<file path="src/rtl/core/spg_pkg.sv">
// Shared types, constants and helper functions for the stepper pulse ramp generator.
`timescale 1ns / 1ps

package spg_pkg;

    // Default sizes of the step and ramp counters
    localparam int COUNT_BITS_DEF = 24;
    localparam int RAMP_BITS_DEF  = 16;

    // Fixed field widths
    localparam int PERIOD_W = 32;   // Q16.16 half-period in microseconds
    localparam int US_W     = 16;   // integer microseconds
    localparam int FRAC_W   = 16;   // fraction bits of the period
    localparam int FACTOR_W = 16;   // Q0.16 acceleration multiplier
    localparam int INVERSE_W = 17;  // Q1.16 deceleration multiplier
    localparam int STEPS_W  = 24;   // step count field on the request
    localparam int TICK_W   = 7;    // ticks per half pulse, at most 65
    localparam int CFG_IDX_W = 2;
    localparam int CFG_DATA_W = 17;

    // Microseconds to milliseconds: floor(us / 1000) = (us * 67109) >> 26 on 16 bits
    localparam int MS_RECIP_W = 17;
    localparam logic [MS_RECIP_W-1:0] MS_RECIP = 17'd67109;
    localparam int MS_SHIFT = 26;

    // Register reset values
    localparam logic [US_W-1:0]      START_PERIOD_RST = 16'd20000;
    localparam logic [FACTOR_W-1:0]  RAMP_FACTOR_RST  = 16'd62259;
    localparam logic [INVERSE_W-1:0] RAMP_INVERSE_RST = 17'd68985;

    // Configuration register indexes
    localparam logic [CFG_IDX_W-1:0] CFG_START_PERIOD = 2'd0;
    localparam logic [CFG_IDX_W-1:0] CFG_RAMP_FACTOR  = 2'd1;
    localparam logic [CFG_IDX_W-1:0] CFG_RAMP_INVERSE = 2'd2;

    // Request kinds
    localparam logic CMD_TICK  = 1'b0;
    localparam logic CMD_START = 1'b1;

    typedef enum logic [1:0] {
        PH_IDLE   = 2'd0,
        PH_ACCEL  = 2'd1,
        PH_CRUISE = 2'd2,
        PH_DECEL  = 2'd3
    } t_phase;

    // Outcome of choosing the next pulse
    typedef struct packed {
        t_phase phase;
        logic   pulse;
    } t_adv_status;

    // Ticks for one half of a pulse: max(1, floor(us / 1000))
    function automatic logic [TICK_W-1:0] half_ticks(input logic [US_W-1:0] us);
        logic [US_W+MS_RECIP_W-1:0] prod;
        logic [TICK_W-1:0]          t;
        prod = (US_W+MS_RECIP_W)'(us) * (US_W+MS_RECIP_W)'(MS_RECIP);
        t    = prod[MS_SHIFT +: TICK_W];
        return (t == '0) ? TICK_W'(1) : t;
    endfunction

endpackage

</file>
<file path="src/rtl/core/spg_advance.sv">
// Next-pulse selection: ramp, cruise and decel decisions with one shared multiplier.
`timescale 1ns / 1ps

module spg_advance #(
    parameter int COUNT_BITS = spg_pkg::COUNT_BITS_DEF,
    parameter int RAMP_BITS  = spg_pkg::RAMP_BITS_DEF
) (
    input  spg_pkg::t_phase                    i_phase,
    input  logic [spg_pkg::PERIOD_W-1:0]       i_period,
    input  logic [spg_pkg::US_W-1:0]           i_target,
    input  logic [RAMP_BITS-1:0]               i_ramp,
    input  logic [COUNT_BITS-1:0]              i_steps,
    input  logic [spg_pkg::FACTOR_W-1:0]       i_ramp_factor,
    input  logic [spg_pkg::INVERSE_W-1:0]      i_ramp_inverse,
    output spg_pkg::t_adv_status               o_status,
    output logic [spg_pkg::PERIOD_W-1:0]       o_period,
    output logic [RAMP_BITS-1:0]               o_ramp,
    output logic [COUNT_BITS-1:0]              o_steps
);

    localparam int CW = (COUNT_BITS > RAMP_BITS + 1) ? COUNT_BITS : RAMP_BITS + 1;
    localparam int PW = spg_pkg::PERIOD_W;
    localparam int MW = spg_pkg::INVERSE_W;
    localparam int FW = spg_pkg::FRAC_W;

    logic [PW-1:0]    tgt_fx;
    logic             accel_step;
    logic [MW-1:0]    mult_op;
    logic [PW+MW-1:0] prod;
    logic [PW-1:0]    acc_p;
    logic [PW-1:0]    acc_clamped;
    logic [PW-1:0]    dec_p;
    logic [CW-1:0]    twice;
    logic [CW-1:0]    steps_x;
    logic [CW-1:0]    steps_rest;
    logic             cruise_after_ramp;
    logic             decel_go;
    logic [RAMP_BITS-1:0] ramp_inc;

    assign tgt_fx     = {i_target, {FW{1'b0}}};
    assign accel_step = (i_phase == spg_pkg::PH_ACCEL) && (i_period > tgt_fx);

    // Share the multiplier: accelerate factor while ramping up, inverse otherwise
    assign mult_op = accel_step ? MW'(i_ramp_factor) : i_ramp_inverse;
    assign prod    = (PW+MW)'(i_period) * (PW+MW)'(mult_op);

    assign acc_p       = prod[FW +: PW];
    assign acc_clamped = (acc_p < tgt_fx) ? tgt_fx : acc_p;
    assign dec_p       = prod[PW+MW-1] ? {PW{1'b1}} : prod[FW +: PW];

    assign twice             = CW'({i_ramp, 1'b0});
    assign steps_x           = CW'(i_steps);
    assign cruise_after_ramp = steps_x > twice;
    assign steps_rest        = steps_x - twice - CW'(1);
    assign decel_go          = (i_ramp != '0);
    assign ramp_inc          = (i_ramp == '1) ? i_ramp : i_ramp + RAMP_BITS'(1);

    always_comb begin
        o_status.phase = spg_pkg::PH_IDLE;
        o_status.pulse = 1'b0;
        o_period       = i_period;
        o_ramp         = i_ramp;
        o_steps        = i_steps;
        case (i_phase)
            spg_pkg::PH_ACCEL: begin
                if (accel_step) begin
                    o_status.phase = spg_pkg::PH_ACCEL;
                    o_status.pulse = 1'b1;
                    o_period       = acc_clamped;
                    o_ramp         = ramp_inc;
                end else if (cruise_after_ramp) begin
                    o_status.phase = spg_pkg::PH_CRUISE;
                    o_status.pulse = 1'b1;
                    o_steps        = steps_rest[COUNT_BITS-1:0];
                end else if (decel_go) begin
                    o_status.phase = spg_pkg::PH_DECEL;
                    o_status.pulse = 1'b1;
                    o_steps        = '0;
                    o_period       = dec_p;
                    o_ramp         = i_ramp - RAMP_BITS'(1);
                end else begin
                    o_steps = '0;
                end
            end
            spg_pkg::PH_CRUISE: begin
                if (i_steps != '0) begin
                    o_status.phase = spg_pkg::PH_CRUISE;
                    o_status.pulse = 1'b1;
                    o_steps        = i_steps - COUNT_BITS'(1);
                end else if (decel_go) begin
                    o_status.phase = spg_pkg::PH_DECEL;
                    o_status.pulse = 1'b1;
                    o_period       = dec_p;
                    o_ramp         = i_ramp - RAMP_BITS'(1);
                end
            end
            spg_pkg::PH_DECEL: begin
                if (decel_go) begin
                    o_status.phase = spg_pkg::PH_DECEL;
                    o_status.pulse = 1'b1;
                    o_period       = dec_p;
                    o_ramp         = i_ramp - RAMP_BITS'(1);
                end
            end
            default: begin
                o_status.phase = spg_pkg::PH_IDLE;
            end
        endcase
    end

endmodule

</file>
<file path="src/rtl/core/stepper_pulse_ramp_generator.sv">
// Top level of the stepper step pulse generator with acceleration and deceleration ramps.
`timescale 1ns / 1ps
//
//  channel   | direction | handshake                        | content
//  ----------+-----------+----------------------------------+------------------------------
//  s_axis    | in        | s_axis_tvalid / s_axis_tready    | tick or start request
//  m_axis    | out       | m_axis_tvalid / m_axis_tready    | step, dir, busy, move done
//  cfg       | in        | i_cfg_valid / o_cfg_ready        | register index and value
//
//  One request per clock while the result side is not stalled. Each accepted request
//  updates the motion state and loads the result register in the same cycle; the result
//  shows in the next cycle. The critical path runs through the shared 32x17 period multiplier
//  in spg_advance. Reset (i_rst_n low at a clock edge) resets the motion state and loads the
//  register defaults. s_axis_tready drops only while a result is held and
//  m_axis_tready is low; cfg writes are always taken.

module stepper_pulse_ramp_generator #(
    parameter int COUNT_BITS = spg_pkg::COUNT_BITS_DEF,
    parameter int RAMP_BITS  = spg_pkg::RAMP_BITS_DEF
) (
    input  logic                             i_clk,
    input  logic                             i_rst_n,
    // request stream
    input  logic                             s_axis_tvalid,
    output logic                             s_axis_tready,
    // [0] dir_positive, [24:1] step_count, [25] accelerate, [41:26] half_period_us, [47:42] 0
    input  logic [47:0]                      s_axis_tdata,
    // [0] command
    input  logic                             s_axis_tuser,
    // result stream
    output logic                             m_axis_tvalid,
    input  logic                             m_axis_tready,
    // [0] step_level, [1] dir_level, [2] busy_res, [7:3] 0
    output logic [7:0]                       m_axis_tdata,
    // move_done
    output logic                             m_axis_tlast,
    // configuration writes
    input  logic                             i_cfg_valid,
    output logic                             o_cfg_ready,
    input  logic [spg_pkg::CFG_IDX_W-1:0]    i_cfg_index,
    input  logic [spg_pkg::CFG_DATA_W-1:0]   i_cfg_data
);

    localparam int PW = spg_pkg::PERIOD_W;
    localparam int UW = spg_pkg::US_W;
    localparam int TW = spg_pkg::TICK_W;
    localparam int SW = spg_pkg::STEPS_W;

    // Unpack the request
    logic            in_cmd;
    logic            in_dir;
    logic [SW-1:0]   in_step_count;
    logic            in_accel;
    logic [UW-1:0]   in_half_period;
    logic [COUNT_BITS+SW-1:0] in_steps_wide;
    logic [COUNT_BITS-1:0]    in_steps;

    assign in_cmd         = s_axis_tuser;
    assign in_dir         = s_axis_tdata[0];
    assign in_step_count  = s_axis_tdata[SW:1];
    assign in_accel       = s_axis_tdata[SW+1];
    assign in_half_period = s_axis_tdata[SW+2 +: UW];
    // Mask or widen the count to COUNT_BITS
    assign in_steps_wide  = {{COUNT_BITS{1'b0}}, in_step_count};
    assign in_steps       = in_steps_wide[COUNT_BITS-1:0];

    // Configuration registers
    logic [UW-1:0]                      r_start_period;
    logic [spg_pkg::FACTOR_W-1:0]       r_ramp_factor;
    logic [spg_pkg::INVERSE_W-1:0]      r_ramp_inverse;

    // Motion state
    spg_pkg::t_phase          r_phase, n_phase;
    logic                     r_pulse, n_pulse;
    logic                     r_dir, n_dir;
    logic [PW-1:0]            r_period, n_period;
    logic [UW-1:0]            r_target, n_target;
    logic [TW-1:0]            r_ticks, n_ticks;
    // Set when the half-pulse length must be taken from the current period
    logic                     r_fresh, n_fresh;
    logic [RAMP_BITS-1:0]     r_ramp, n_ramp;
    logic [COUNT_BITS-1:0]    r_steps, n_steps;
    logic                     n_done;

    // Result register
    logic                     r_out_valid;
    logic                     r_out_step;
    logic                     r_out_dir;
    logic                     r_out_busy;
    logic                     r_out_done;

    logic                     accept;
    logic                     is_start;
    logic [TW-1:0]            ticks_eff;

    assign s_axis_tready = !r_out_valid || m_axis_tready;
    assign accept        = s_axis_tvalid && s_axis_tready;
    assign is_start      = (in_cmd == spg_pkg::CMD_START);
    assign o_cfg_ready   = 1'b1;

    // Half-pulse length is resolved one request after the period changed,
    // which keeps the period multiply and the ms conversion in separate cycles.
    assign ticks_eff = r_fresh
        ? spg_pkg::half_ticks((r_phase == spg_pkg::PH_CRUISE) ? r_target : r_period[PW-1 -: UW])
        : r_ticks;

    // Next-pulse selection, fed from the start request or the running state
    spg_pkg::t_phase          adv_phase;
    logic [PW-1:0]            adv_period;
    logic [UW-1:0]            adv_target;
    logic [RAMP_BITS-1:0]     adv_ramp;
    logic [COUNT_BITS-1:0]    adv_steps;
    spg_pkg::t_adv_status     adv_status;
    logic [PW-1:0]            adv_period_n;
    logic [RAMP_BITS-1:0]     adv_ramp_n;
    logic [COUNT_BITS-1:0]    adv_steps_n;

    always_comb begin
        if (is_start) begin
            adv_phase  = in_accel ? spg_pkg::PH_ACCEL : spg_pkg::PH_CRUISE;
            adv_period = in_accel ? {r_start_period, {spg_pkg::FRAC_W{1'b0}}} : r_period;
            adv_target = in_half_period;
            adv_ramp   = '0;
            adv_steps  = in_steps;
        end else begin
            adv_phase  = r_phase;
            adv_period = r_period;
            adv_target = r_target;
            adv_ramp   = r_ramp;
            adv_steps  = r_steps;
        end
    end

    spg_advance #(
        .COUNT_BITS (COUNT_BITS),
        .RAMP_BITS  (RAMP_BITS)
    ) u_advance (
        .i_phase        (adv_phase),
        .i_period       (adv_period),
        .i_target       (adv_target),
        .i_ramp         (adv_ramp),
        .i_steps        (adv_steps),
        .i_ramp_factor  (r_ramp_factor),
        .i_ramp_inverse (r_ramp_inverse),
        .o_status       (adv_status),
        .o_period       (adv_period_n),
        .o_ramp         (adv_ramp_n),
        .o_steps        (adv_steps_n)
    );

    // Next motion state
    always_comb begin
        n_phase  = r_phase;
        n_pulse  = r_pulse;
        n_dir    = r_dir;
        n_period = r_period;
        n_target = r_target;
        n_ticks  = r_ticks;
        n_fresh  = r_fresh;
        n_ramp   = r_ramp;
        n_steps  = r_steps;
        n_done   = 1'b0;
        if (accept) begin
            if (is_start) begin
                // Start while busy is dropped
                if (r_phase == spg_pkg::PH_IDLE) begin
                    n_dir    = in_dir;
                    n_target = in_half_period;
                    n_phase  = adv_status.phase;
                    n_period = adv_period_n;
                    n_ramp   = adv_ramp_n;
                    n_steps  = adv_steps_n;
                    if (adv_status.pulse) begin
                        n_pulse = 1'b1;
                        n_fresh = 1'b1;
                    end
                end
            end else if (r_phase != spg_pkg::PH_IDLE) begin
                if (ticks_eff > TW'(1)) begin
                    // Count down the current half
                    n_ticks = ticks_eff - TW'(1);
                    n_fresh = 1'b0;
                end else if (r_pulse) begin
                    // High half over: go low for the same length
                    n_pulse = 1'b0;
                    n_fresh = 1'b1;
                end else begin
                    // Low half over: pick the next pulse or end the move
                    n_phase  = adv_status.phase;
                    n_period = adv_period_n;
                    n_ramp   = adv_ramp_n;
                    n_steps  = adv_steps_n;
                    if (adv_status.pulse) begin
                        n_pulse = 1'b1;
                        n_fresh = 1'b1;
                    end else begin
                        n_done = 1'b1;
                    end
                end
            end
        end
    end

    // Motion state registers
    always_ff @(posedge i_clk) begin
        if (!i_rst_n) begin
            r_phase  <= spg_pkg::PH_IDLE;
            r_pulse  <= 1'b1;
            r_dir    <= 1'b0;
            r_period <= '0;
            r_target <= '0;
            r_ticks  <= '0;
            r_fresh  <= 1'b0;
            r_ramp   <= '0;
            r_steps  <= '0;
        end else begin
            r_phase  <= n_phase;
            r_pulse  <= n_pulse;
            r_dir    <= n_dir;
            r_period <= n_period;
            r_target <= n_target;
            r_ticks  <= n_ticks;
            r_fresh  <= n_fresh;
            r_ramp   <= n_ramp;
            r_steps  <= n_steps;
        end
    end

    // Configuration writes; an index beyond the list is dropped
    always_ff @(posedge i_clk) begin
        if (!i_rst_n) begin
            r_start_period <= spg_pkg::START_PERIOD_RST;
            r_ramp_factor  <= spg_pkg::RAMP_FACTOR_RST;
            r_ramp_inverse <= spg_pkg::RAMP_INVERSE_RST;
        end else if (i_cfg_valid && o_cfg_ready) begin
            case (i_cfg_index)
                spg_pkg::CFG_START_PERIOD: r_start_period <= i_cfg_data[UW-1:0];
                spg_pkg::CFG_RAMP_FACTOR:  r_ramp_factor  <= i_cfg_data[spg_pkg::FACTOR_W-1:0];
                spg_pkg::CFG_RAMP_INVERSE: r_ramp_inverse <= i_cfg_data;
                default: begin
                end
            endcase
        end
    end

    // Result register: load on every accepted request, hold while stalled
    always_ff @(posedge i_clk) begin
        if (!i_rst_n) begin
            r_out_valid <= 1'b0;
        end else if (accept) begin
            r_out_valid <= 1'b1;
        end else if (m_axis_tready) begin
            r_out_valid <= 1'b0;
        end
    end

    always_ff @(posedge i_clk) begin
        if (accept) begin
            r_out_step <= n_pulse;
            r_out_dir  <= n_dir;
            r_out_busy <= (n_phase != spg_pkg::PH_IDLE);
            r_out_done <= n_done;
        end
    end

    assign m_axis_tvalid = r_out_valid;
    assign m_axis_tdata  = {5'b0, r_out_busy, r_out_dir, r_out_step};
    assign m_axis_tlast  = r_out_done;

`ifndef SYNTHESIS
    // A finished move reports idle in the same result
    a_done_idle: assert property (@(posedge i_clk) disable iff (!i_rst_n)
        (m_axis_tvalid && m_axis_tlast) |-> !m_axis_tdata[2])
        else $error("move done reported while busy");

    // Every accepted request produces a result on the next cycle
    a_accept_result: assert property (@(posedge i_clk) disable iff (!i_rst_n)
        (s_axis_tvalid && s_axis_tready) |=> m_axis_tvalid)
        else $error("accepted request without result");

    // A stored half-pulse count is never zero while a move runs
    a_ticks_live: assert property (@(posedge i_clk) disable iff (!i_rst_n)
        (!r_fresh && r_phase != spg_pkg::PH_IDLE) |-> (r_ticks != '0))
        else $error("zero tick count during a move");

    // With no result held the request side stays open
    a_ready_free: assert property (@(posedge i_clk) disable iff (!i_rst_n)
        !r_out_valid |-> s_axis_tready)
        else $error("request stalled with empty result register");
`endif

endmodule

</file>
<file path="config.mk">
export PLATFORM = sky130hd
export DESIGN_NAME = stepper_pulse_ramp_generator
export DESIGN_NICKNAME = d
export VERILOG_FILES = /design/src/rtl/core/spg_pkg.sv /design/src/rtl/core/spg_advance.sv /design/src/rtl/core/stepper_pulse_ramp_generator.sv
export SDC_FILE = /design/constraint.sdc
export NUM_CORES = 2
export LEC_CHECK = 0
export ABC_AREA = 1
export BUFFER_PORTS_ARGS = -buffer_cell sky130_fd_sc_hd__buf_2
export CAP_MARGIN = 25
export CORE_ASPECT_RATIO = 1.75
export CORE_MARGIN = 3
export CORE_UTILIZATION = 44
export DETAILED_ROUTE_END_ITERATION = 8
export GPL_TIMING_DRIVEN = 0
export PLACE_DENSITY = 0.58
export REMOVE_ABC_BUFFERS = 1
export SLEW_MARGIN = 30
export SYNTH_ARGS = -nofsm -noshare
export SYNTH_HDL_FRONTEND = slang
export SYNTH_SLANG_ARGS = --single-unit
</file>
<file path="constraint.sdc">
create_clock -name i_clk -period 18.96 [get_ports i_clk]
set_input_delay 4.74 -clock i_clk [delete_from_list [all_inputs] [get_ports i_clk]]
set_output_delay 4.74 -clock i_clk [all_outputs]
set_load 0.1 [all_outputs]
</file>
==> impl_metrics.py <==
metrics = {
    "placed_design": {
        "dp_slack_ns": -1.54,
        "hpwlAfterDp_um": 95500,
        "io_buffers": 72,
        "gp_congestion": 0.988,
    },
    "floorplan": {
        "initial_core_util_pct": 44.7,
        "rows": 133,
        "io_pins": 85,
        "die_y_um": 372,
        "core_area_sq_um": 75600,
        "die_area_sq_um": 80200,
        "chipWidth_um": 215,
    },
    "worst_setup_path": {
        "crit_arrival_ns": 18.69,
        "endpoint_kind": "register",
        "cpMaxStageDelayCell": "clkinv_1",
        "path_max_fanout": 63,
        "reg2reg_to": "r_period[14]",
        "slowest_delay_ns": 0.79,
        "critical_path_class": "primary input to register",
        "critPathLaunchType": "primary input",
        "rr_startpoint": "r_start_period[1]",
        "reg2regPathDepth": 51,
        "r2r_slack_ns": 5.71,
        "crit_required_ns": 19.35,
    },
    "logic_synthesis": {
        "avgSynthCellArea_sq_um": 7.12,
        "synth_top_cell_area_share_pct": 28.9,
        "synth_area_sq_um": 33800,
        "ys_async_sr_fraction_pct": 0,
        "postSynthCellCount": 4740,
        "synth-main-ff-cell": "dfxtp_1",
        "synth_area_leaders": "fa_1, nand2_1, ha_1",
        "ys_types": 65,
        "post_synth_most_frequent_cells": "nand2_1, inv_1, fa_1, nor2_1, ha_1",
        "yosys.area.top_type": "fa_1",
        "yosys.cell_count.top_type": "nand2_1",
        "synth-seq-area-share_pct": 9.25,
        "ys_warn_count": 0,
        "synth_edf_count": 4,
        "ys_ff_latch": 154,
    },
    "global_route": {
        "grt_max_degree": 78,
        "grt_pass1_wl_um": 185000,
        "antenna_found_initial": 5,
        "track_usage_pct": 30.6,
        "grt_pass1_vias": 32500,
        "grt_overflow": 0,
    },
    "drt": {
        "wl_per_cell_um": 21.2,
        "drt_iter0_drc": 1923,
        "first_pass_iters": 6,
        "routed-via-count": 31000,
        "avgViaCountPerCell": 5.42,
        "drt_wl_total_um": 122000,
        "ant_nets": 0,
        "drc_errors": 0,
    },
    "timing": {
        "finClkSkew_ns": 0.0202,
        "worst_pin_slew_ns": 0.996,
        "relSlewSlack_pct": 33.6,
        "fin_ws_ns": 0.658,
        "maxSlewViolCount": 0,
        "timing.hold.ws_ns": 0.453,
        "period_share_pct": 96.5,
        "setup_viol": 0,
        "finalHoldViolCount": 0,
        "grt_setup_unrepaired": "false",
        "fmax_mhz": 54.6,
        "period_minus_slack_ns": 18.30,
    },
    "power_and_ir_drop": {
        "p_comb_share_pct": 88.0,
        "sw_frac_of_total_pct": 61.3,
        "p_int_w": 0.00235,
        "power_switching_w": 0.00373,
        "sequentialPowerShare_pct": 6.0,
        "clkPwrFrac_pct": 6.0,
        "ir_drop_mv": 0.218,
        "fin_total_pwr_w": 0.00608,
        "cellPowerDensity_nw_per_um2": 170,
        "p_leak_nw": 18.3,
    },
    "clock_network": {
        "cts_buffer_depth": 2,
        "clk_latency_ns": 0.50,
        "numClockSinks": 154,
        "ctsHtreeMaxLevel": 4,
        "cts_tree": "done",
        "root_buffer": "clkbuf_16",
        "clk_pin_slew_ns": 0.07,
        "cts-buffers-inserted": 17,
        "hold_buffers": 0,
    },
    "cells_and_area": {
        "drive_gt1_share_pct": 7.01,
        "finalNetCount": 5564,
        "area_growth_pct": 5.61,
    },
    "worst_hold_path": {
        "hold_class": "register to register",
        "hold_start": "r_ramp_inverse[2]",
        "holdPathEnd": "r_ramp_inverse[2]",
        "min_delay_path_depth": 2,
    },
    "job": {
        "cap_viol_max_count": 0,
    },
    "run_status": {
        "status": "complete, no violations",
    },
}
==> how the worst max path moves through the flow <==
stage	startpoint	to	slack, ns	cells after the start
floorplan	s_axis_tdata[25]	r_period[14]	3.31	50
global placement	s_axis_tuser	r_period[14]	-6.15	50
detailed placement	s_axis_tuser	r_period[14]	-1.54	56
CTS	s_axis_tuser	r_period[14]	0.02	54
global route	s_axis_tuser	r_period[9]	0.08	55
finish	s_axis_tuser	r_period[14]	0.66	51
==> cells in the final DEF (no fill, tap or decap), types with 24 or more instances in the layout <==
master,netlist,routed
o21ai_0,228,220
nor3_1,26,24
nand2_1,1053,1052
ha_1,312,311
nand4_1,25,25
dfxtp_1,150,150
o21ai_2,29,27
a21oi_1,252,250
xnor2_1,30,30
o21ai_1,50,52
xor2_1,46,46
inv_2,28,29
inv_1,947,931
nor2_1,477,472
nor2_2,28,34
nand3_1,151,151
fa_1,487,487
buf_2,53,70
o211ai_1,44,44
==> power by group through the flow <==
stage | Sequential, W | Combinational [W] | Clock, W
6_report | 0.000364 | 0.00535 | 0.000364
5_1_grt | 0.000366 | 0.00597 | 0.000380
4_1_cts | 0.000363 | 0.00531 | 0.000373
3_5_place_dp | 0.000370 | 0.00525 | 0
3_3_place_gp | 0.000370 | 0.00524 | 0
2_1_floorplan | 0.000373 | 0.00367 | 0
==> kinds of logic after synthesis <==
| kind of cell | synth area share (%) |
|---|---|
| XOR/XNOR | 1.97 |
| adder cells (fa/ha/maj) | 40.4 |
| AO/OA/AOI/OAI | 11.7 |
| buffers and inverters | 13.7 |
| AND/OR/NAND/NOR | 22.6 |
| other | 0.0222 |
| flip-flops | 9.25 |
| multiplexers | 0.326 |
==> registers in the layout, summed over array words and instances, names as in the netlist, 2 cells and up <==
signal,flops
r_ramp_factor,16
r_phase,2
r_ticks,7
r_steps,24
r_start_period,16
r_target,16
r_ramp,16
r_period,32
r_ramp_inverse,17
==> layout make-up <==
type	count	area (sq um)
diodes	4	10.0
clock buffers	19	453
clock inverters	13	130
fillers	7984	39900
inverters	989	3790
multi-input cells	3429	26200
flip-flops and latches	154	3120
well taps	1012	1270
repair buffers	101	716
==> critical path, delay by kind of cell <==
family                   cells  cell delay [ns]
XOR/XNOR                     1             0.29
AND/OR/NAND/NOR             20             4.77
AO/OA/AOI/OAI                9             2.22
adder cells (fa/ha/maj)      8             3.71
buffers and inverters       13             2.77
==> metrics by stage <==
stage | TNS, ns | std cells | utilization, % | area [sq um]
after CTS | 0 | 5700 | 46.9 | 35400
after floorplan | 0 | 4571 | - | 32900
after global placement | -187.64 | 5655 | 45.6 | 34500
final | 0 | 5721 | 47.2 | 35700
after global routing | 0 | 5718 | 47.2 | 35600
after detailed placement | -39.64 | 5667 | 46.1 | 34800
==> metal layers <==
metal	vias up	wire, um	track usage [%]
met5	-	28	0
met2	1038	65900	60.0
met4	4	10300	22.1
li1	14500	-	-
met1	15100	40100	29.0
met3	426	5210	3.69
==> repair_timing <==
action,in CTS,in global routing
gates cloned,1,0
endpoints found under the setup margin,32,32
resized for setup,15,19
pin swaps,1,1
endpoints found under the hold margin,0,0
buffers inserted,0,17
Power figures use the tool's default switching activity.
